## src/design/hsvc_pkg.sv

```systemverilog
package hsvc_pkg;

  localparam int unsigned UNIT_W = 17;
  localparam int unsigned SEXT_W = 3;
  localparam int unsigned COMP_W = 16;

  localparam logic [UNIT_W-1:0] ONE_Q16 = 17'h10000;

  localparam logic [SEXT_W-1:0] SEXT_0 = 3'd0;
  localparam logic [SEXT_W-1:0] SEXT_1 = 3'd1;
  localparam logic [SEXT_W-1:0] SEXT_2 = 3'd2;
  localparam logic [SEXT_W-1:0] SEXT_3 = 3'd3;
  localparam logic [SEXT_W-1:0] SEXT_4 = 3'd4;
  localparam logic [SEXT_W-1:0] SEXT_5 = 3'd5;

  typedef struct packed {
    logic [SEXT_W-1:0] sextant;
    logic [UNIT_W-1:0] frac;
    logic [UNIT_W-1:0] sat;
    logic [UNIT_W-1:0] bri;
  } prep_t;

endpackage

```

## src/design/hsvc_prep.sv

```systemverilog
module hsvc_prep
  import hsvc_pkg::*;
(
  input  logic [15:0]        hue,
  input  logic signed [17:0] saturation,
  input  logic signed [17:0] brightness,
  output prep_t              prep
);

  logic [18:0] h6;
  logic [15:0] frac_raw;

  function automatic logic [UNIT_W-1:0] clamp_unit(input logic [17:0] raw);
    logic [UNIT_W-1:0] res;
    if (raw[17]) begin
      res = '0;
    end else if (raw[16] && (raw[15:0] != 16'd0)) begin
      res = ONE_Q16;
    end else begin
      res = raw[16:0];
    end
    return res;
  endfunction

  // hue * 6 as (hue << 2) + (hue << 1)
  assign h6       = {1'b0, hue, 2'b00} + {2'b00, hue, 1'b0};
  assign frac_raw = h6[15:0];

  always_comb begin
    prep.sextant = h6[18:16];
    if (h6[16]) begin
      prep.frac = {1'b0, frac_raw};
    end else begin
      prep.frac = ONE_Q16 - {1'b0, frac_raw};
    end
    prep.sat = clamp_unit(saturation);
    prep.bri = clamp_unit(brightness);
  end

endmodule

```

## src/design/hsv_to_rgb_converter.sv

```systemverilog
// channel  | handshake    | fields
// ---------+--------------+--------------------------------
// input    | start / busy | hue, saturation, brightness
// output   | done         | red, green, blue
//
// four register stages: clamp and sextant, two 17x17 products, 17x33 product,
// final scale and sextant routing. one word per cycle.
// busy is always low; a word may enter on every clock edge.
// rst clears the valid bits of all stages; payload registers are not reset.
// the receiver cannot stall, so done pulses for exactly one cycle per word.
module hsv_to_rgb_converter
  import hsvc_pkg::*;
(
  input  logic               clk,
  input  logic               rst,
  input  logic               start,
  output logic               busy,
  input  logic [15:0]        hue,
  input  logic signed [17:0] saturation,
  input  logic signed [17:0] brightness,
  output logic               done,
  output logic [15:0]        red,
  output logic [15:0]        green,
  output logic [15:0]        blue
);

  prep_t prep_in;
  prep_t s1;
  logic  s1_valid;

  logic [SEXT_W-1:0] s2_sextant;
  logic [UNIT_W-1:0] s2_bri;
  logic [33:0]       s2_sf;
  logic [33:0]       s2_bu;
  logic              s2_valid;

  logic [SEXT_W-1:0] s3_sextant;
  logic [49:0]       s3_prod;
  logic [COMP_W-1:0] s3_v;
  logic [COMP_W-1:0] s3_m;
  logic              s3_valid;

  logic [33:0]       t_full;
  logic [32:0]       t_val;
  logic [49:0]       mq;
  logic [65:0]       nq;
  logic [COMP_W-1:0] n_val;
  logic [COMP_W-1:0] red_next;
  logic [COMP_W-1:0] green_next;
  logic [COMP_W-1:0] blue_next;

  function automatic logic [COMP_W-1:0] vq_sub(input logic [UNIT_W-1:0] b);
    logic [32:0] d;
    d = {b, 16'd0} - {16'd0, b};
    return d[31:16];
  endfunction

  hsvc_prep u_prep (
    .hue        (hue),
    .saturation (saturation),
    .brightness (brightness),
    .prep       (prep_in)
  );

  assign busy = 1'b0;

  // stage 1: clamped operands and sextant
  always_ff @(posedge clk) begin
    s1 <= prep_in;
    if (rst) begin
      s1_valid <= 1'b0;
    end else begin
      s1_valid <= start;
    end
  end

  // stage 2: s*f and b*(1-s)
  always_ff @(posedge clk) begin
    s2_sextant <= s1.sextant;
    s2_bri     <= s1.bri;
    s2_sf      <= {17'd0, s1.sat} * {17'd0, s1.frac};
    s2_bu      <= {17'd0, s1.bri} * {17'd0, ONE_Q16 - s1.sat};
    if (rst) begin
      s2_valid <= 1'b0;
    end else begin
      s2_valid <= s1_valid;
    end
  end

  // stage 3: b*(2^32 - s*f), plus v from b*65535 = (b << 16) - b and m from b*(1-s)*65535
  assign t_full = 34'h1_0000_0000 - s2_sf;
  assign t_val  = t_full[32:0];
  assign mq     = {s2_bu[33:0], 16'd0} - {16'd0, s2_bu};

  always_ff @(posedge clk) begin
    s3_sextant <= s2_sextant;
    s3_prod    <= {33'd0, s2_bri} * {17'd0, t_val};
    s3_m       <= mq[47:32];
    s3_v       <= vq_sub(s2_bri);
    if (rst) begin
      s3_valid <= 1'b0;
    end else begin
      s3_valid <= s2_valid;
    end
  end

  // stage 4: n = (P*65535) >> 48, then route by sextant
  assign nq    = {s3_prod, 16'd0} - {16'd0, s3_prod};
  assign n_val = nq[63:48];

  always_comb begin
    unique case (s3_sextant)
      SEXT_1: begin
        red_next = n_val; green_next = s3_v;  blue_next = s3_m;
      end
      SEXT_2: begin
        red_next = s3_m;  green_next = s3_v;  blue_next = n_val;
      end
      SEXT_3: begin
        red_next = s3_m;  green_next = n_val; blue_next = s3_v;
      end
      SEXT_4: begin
        red_next = n_val; green_next = s3_m;  blue_next = s3_v;
      end
      SEXT_5: begin
        red_next = s3_v;  green_next = s3_m;  blue_next = n_val;
      end
      default: begin
        red_next = s3_v;  green_next = n_val; blue_next = s3_m;
      end
    endcase
  end

  always_ff @(posedge clk) begin
    red   <= red_next;
    green <= green_next;
    blue  <= blue_next;
    if (rst) begin
      done <= 1'b0;
    end else begin
      done <= s3_valid;
    end
  end

endmodule
```

## config.mk

```make
export PLATFORM = sky130hd
export DESIGN_NAME = hsv_to_rgb_converter
export DESIGN_NICKNAME = d
export VERILOG_FILES = /design/src/design/hsvc_pkg.sv /design/src/design/hsvc_prep.sv /design/src/design/hsv_to_rgb_converter.sv
export SDC_FILE = /design/constraint.sdc
export NUM_CORES = 2
export LEC_CHECK = 0
export ABC_AREA = 1
export BUFFER_PORTS_ARGS = -buffer_cell sky130_fd_sc_hd__buf_2
export CAP_MARGIN = 20
export CORE_MARGIN = 5
export CORE_UTILIZATION = 40
export DETAILED_ROUTE_END_ITERATION = 12
export GPL_TIMING_DRIVEN = 1
export PLACE_DENSITY_LB_ADDON = 0.05
export SYNTH_ARGS = -nofsm -noshare
export SYNTH_HDL_FRONTEND = slang
export SYNTH_SLANG_ARGS = --single-unit
```

## constraint.sdc

```tcl
create_clock -name clk -period 6.27 [get_ports clk]
set_clock_uncertainty 0.15 [all_clocks]
set_input_delay 0.627 -clock clk [delete_from_list [all_inputs] [get_ports clk]]
set_output_delay 0.627 -clock clk [all_outputs]
set_load 0.005 [all_outputs]
```

# Word level (Yosys, flattened, before mapping)
# Cells that the tools add are included.
[word_totals] ff_bits=278
[classes] addsub=7 mul=3 n_eq_ne=5 n_mux=6 n_reduce_logical=12
[ops] op="case mux 16 bit (2 select lines)" n=3
[ops] op="subtractor 64 x 50 -> 64 bit" n=1
[ops] op="multiplier 17 x 33 -> 50 bit" n=1
[ops] op="subtractor 48 x 34 -> 48 bit" n=1
[ops] op="multiplier 17 x 17 -> 34 bit" n=1
[ops] op="2-to-1 mux 17 bit" n=2
[ops] op="multiplier 17 x 17 -> 33 bit" n=1
[ops] op="subtractor 33 bit (first input constant)" n=1
[ops] op="nonzero test 16 bit" n=2
[ops] op="subtractor 32 x 17 -> 32 bit" n=1
[ops] op="adder 18 x 17 -> 19 bit" n=1
[ops] op="subtractor 17 x 16 -> 17 bit (first input constant)" n=1
[ops] op="subtractor 17 bit (first input constant)" n=1
[ops] op="2-to-1 mux 16 bit" n=1
[ops] op="OR reduction 2 bit" n=8
[ops] op="== test 3 x 2 -> 1 bit (second input constant)" n=2
[ops] op="== test 3 bit (second input constant)" n=2
[ops] op="== test 3 x 1 -> 1 bit (second input constant)" n=1
[ops] op="logical AND 1 bit" n=2

# Logic depth before layout (Yosys ltp)
[depth] word_depth=3 depth_mapped=36

# Cells and area by module
# A second synthesis with hierarchy kept.
[hier_totals] cells_unflattened=7385 area_unflattened_um2=53232.3
[modules_own_cells] mod="hsv_to_rgb_converter" n_inst=1 cells_each=7025 area_each_um2=51359.3
[modules_own_cells] mod="hsvc_prep" n_inst=1 cells_each=360 area_each_um2=1873.0

# Worst setup path after synthesis
# Ideal clock, no wire load.
[synth_path] path_kind="register to register" start="register s1[18] in the netlist's numbering" end="register s2_bu[31]" arrival_time_ps=6686 t_required_ps=6000 setup_slack_ps=-685 path_stages_with_launch=35 path_buffers=3 synth_period_minus_slack_ps=6955 path_cell_list="dfxtp_1 -> clkbuf_1 -> buf_1 -> inv_1 -> ha_1 -> nand4_1 -> nor2_2 -> nand2_1 -> nor2_2 -> nand2_1 -> nor2_4 -> xnor2_1 -> buf_4 -> nand2_1 -> fa_1 -> inv_1 -> fa_1 -> inv_1 -> fa_1 -> fa_1 -> inv_1 -> fa_1 -> inv_1 -> fa_1 -> inv_1 -> ha_1 -> a21oi_1 -> o21a_1 -> nor2_1 -> nor2_1 -> nor2_1 -> nor2_1 -> o21ai_0 -> nand2_1 -> nand2_1"
[synth_via] elab_chain_len=2
[synth_lines] element="start: declaration" line="hsv_to_rgb_converter.sv:28" rtl="prep_t s1;"
[synth_lines] element="start signal: assignment" line="hsv_to_rgb_converter.sv:69" rtl="s1 <= prep_in;"
[synth_lines] element="subtractor 17 bit" line="hsv_to_rgb_converter.sv:82" rtl="s2_bu <= {17'd0, s1.bri} * {17'd0, ONE_Q16 - s1.sat};"
[synth_lines] element="multiplier 17 x 17 -> 34 bit" line="hsv_to_rgb_converter.sv:82"
[synth_lines] element="end signal: assignment" line="hsv_to_rgb_converter.sv:82"
[synth_lines] element="end: declaration" line="hsv_to_rgb_converter.sv:34" rtl="logic [33:0] s2_bu;"
# Every way passes these cells.
# A chain may end at the register's enable or synchronous reset.

# Final worst setup path
[layout_path] start="register s1[17] in the netlist's numbering" end="register s2_bu[31]"
# Same word-level chain as after synthesis.

==> run summary <==
initial antenna violation count - 5
Post-synth top flop - dfxtp_1
most frequent cells in the layout - inv_1 (1686), nand2_1 (1610), fa_1 (828)
H-tree depth - 2
drt drc - 0
Clock Sinks - 275
Yosys reg bits - 275
Worst Hold Margin - 50.7 ps
Worst Hold End - s1[16]
Least-Margin Pin Slew - 1050 ps
num ports - 105
HP Start - brightness[17]
vias per std cell - 4.84
f_max - 153 MHz
largest net degree at the start of global routing - 35
Cells after Synth - 7175
reg-to-reg endpoint - s2_bu[31]
register area - 5520 um^2
Cell variety after synth - 48
Post-Route WL - 176000 um
input/output buffers - 103
Max Cap Viol - 0
fin crit period - 6530 ps
multi-input logic area - 42000 um^2
Min-Delay Path Class - in2reg
# setup viols final - 48
fin crit share - 104%
Post-synth EDFFs - 0
sequential-to-total area share from yosys stat - 10.6%
syn_area_per_cell - 7.22 um^2
Die W - 370 um
Reg clk slew, reported paths - 60 ps
Area Growth Syn to Fin - 24.7%
status - finished with violations
critical path endpoint category - flip-flop
Clock Path Buffers - 3
Hold Path Depth - 2
Num CTS Buffers - 37
RSZ-0062 raised after global routing - true
Syn Std Cell Area - 51800 um^2
commonest non-fill, non-tap cell in the layout - inv_1
Syn Nets - 8528
Max Slew Vio Count - 0
die height - 370 um
layout cells sized above 1 - 20.5%
CP Data Required Time - 6610 ps
vias in the first global route - 49800
maximum fanout along the worst path - 7
Root Buffer Master - clkbuf_16
critical path class - reg2reg
final worst slack - -261 ps
Core Region - 129000 um^2
CP max-delay cell - fa_2
failing checks - negative setup slack
Cell Area, Placed - 59000 um^2
fin nets - 9182
WL per Instance - 18.3 um
critical path's largest stage delay - 530 ps
final instance area - 64600 um^2
R2R depth - 33
Max IR drop VDD - 0.00107 V
GR Util All Layers - 25.9%
Critical Path AT - 6870 ps
Power Dens Cells - 585 nW/um^2
Yosys warnings - 0
Detail Placement HPWL - 149000 um
leakage - 34.0 nW
Antenna Nets Post-Route - 0
Rows - 132
Synth async-reset ratio - 0%
initial drt markers - 2464
drt first pass iters - 7
RR Startpoint - s1[17]
post-route setup TNS - -5540 ps
cell repeated most along the worst path - fa_1
relative slew slack - 30.0%
startpoint class of the critical path - flip-flop
Clock Latency Late Sink - 610 ps
first-pass GRT wire length - 278000 um
GPL Wtd Cong - 0.931
Hold Vio Cnt, Final - 0
vias post-DR - 46500
flop2flop setup slack - -260 ps
filler instances - 13100
Initial Util - 40.1%
grt total ovfl - 0
CTS tree - done
Die Area - 137000 um^2
[synthesized netlist by cell type, types with 6 or more instances]
cell type / instances / share of area (%)
a21oi_1: 195 / 1.9
o22ai_1: 48 / 0.58
a21boi_0: 7 / 0.10
o21ai_1: 8 / 0.077
nor3_1: 65 / 0.63
a21o_1: 15 / 0.22
nand4_1: 79 / 0.95
fa_1: 881 / 34
nand3_1: 322 / 3.1
clkinv_1: 16 / 0.12
a31oi_1: 6 / 0.072
nand2_1: 1736 / 13
clkbuf_1: 151 / 1.1
o21a_1: 11 / 0.16
nor2_1: 731 / 5.3
nand2_2: 14 / 0.17
nand3b_1: 12 / 0.17
inv_1: 1800 / 13
inv_2: 12 / 0.087
xnor2_1: 34 / 0.57
buf_2: 30 / 0.29
o21bai_1: 19 / 0.28
xor2_1: 73 / 1.2
dfxtp_1: 275 / 11
buf_1: 18 / 0.13
o21ai_0: 120 / 1.2
or2_2: 10 / 0.12
ha_1: 417 / 10
nor2_4: 15 / 0.33
nor4_1: 20 / 0.24
[registers in the layout (all words and copies together), names as in the netlist]
register	flops
s1	53
s3_prod	49
s2_bu	34
s2_sf	32
s2_bri	17
blue	16
green	16
red	16
s3_m	16
s3_v	16
s2_sextant	3
s3_sextant	3
done	1
s1_valid	1
s2_valid	1
s3_valid	1
[cell families (layout without fill, tap and decap cells)]
logic type	count (synthesis)	after routing	synth area share, %
adders and majority gates	1298	1298	44.1
DFF	275	275	10.6
and+or+nand+nor	3022	3022	23.9
other	1	4	0.00724
xor gates and xnor gates	107	107	1.81
buffers and inverters	2034	2716	14.9
AOI/OAI and AO/OA	438	438	4.69
[cell type report]
class,count,area share [%]
diodes,3,0.0116
well taps,1742,3.37
repair buffers,819,10.3
inverters,1828,10.7
clock buffers,46,1.61
flip-flops and latches,275,8.55
repair inverters,2,0.0213
clock inverters,21,0.416
multi-input cells,4866,65.0
[where the power goes]
group	internal (W)	leakage, nW	total, W	switching (W)
clock network	0.00133	0.623	0.00228	0.000954
registers	0.00250	2.30	0.00313	0.000625
logic	0.0137	31.1	0.0324	0.0187
[critical path: cells and delay by family (launching register included)]
family,cells,cell delay (ps)
fa+ha+maj,8,3390
simple gates,13,1340
buf+inv,8,590
compound gates,3,430
flops,1,360
xor+xnor,1,160
[how the worst max path moves through the flow]
stage	start	end	cells past startpoint
final	s1[17]	s2_bu[31]	33
after global routing	s1[17]	s2_bu[31]	33
after CTS	s2_sf[2]	s3_prod[43]	31
after detailed placement	s1[17]	s2_bu[32]	32
after global placement	s1[17]	s2_bu[32]	32
after floorplan	s1[18]	s2_bu[31]	33
[layer usage]
metal / global-route usage, % / part of all wire [%] / routed length (um) / vias to the layer above
met4: 7.45 / 3.3 / 5780 / 0
met5: 0 / 0 / 0 / -
met2: 46.5 / 50 / 87200 / 1051
met1: 33.2 / 43 / 75400 / 22700
met3: 2.59 / 4.1 / 7130 / 263
li1: - / - / - / 22500
[timing repair]
item,CTS,global route
gates cloned,2,0
hold buffers,1,0
setup endpoints to repair,57,65
resized for setup,418,493
pin swaps,192,264
hold endpoints to repair,1,0
buffers inserted,59,60
[through the flow]
| stage | power (W) | utilization, % | setup slack (ps) | std cells |
|---|---|---|---|---|
| 2_1_floorplan | 0.0174 | - | -13.3 | 7175 |
| 3_3_place_gp | 0.0279 | 45.7 | -456 | 9414 |
| 3_5_place_dp | 0.0278 | 45.7 | -510 | 9414 |
| 4_1_cts | 0.0343 | 48.2 | -184 | 9542 |
| 5_1_grt | 0.0411 | 50.0 | -501 | 9599 |
| 6_report | 0.0378 | 50.0 | -261 | 9602 |
(Power assumes the default switching activity.)
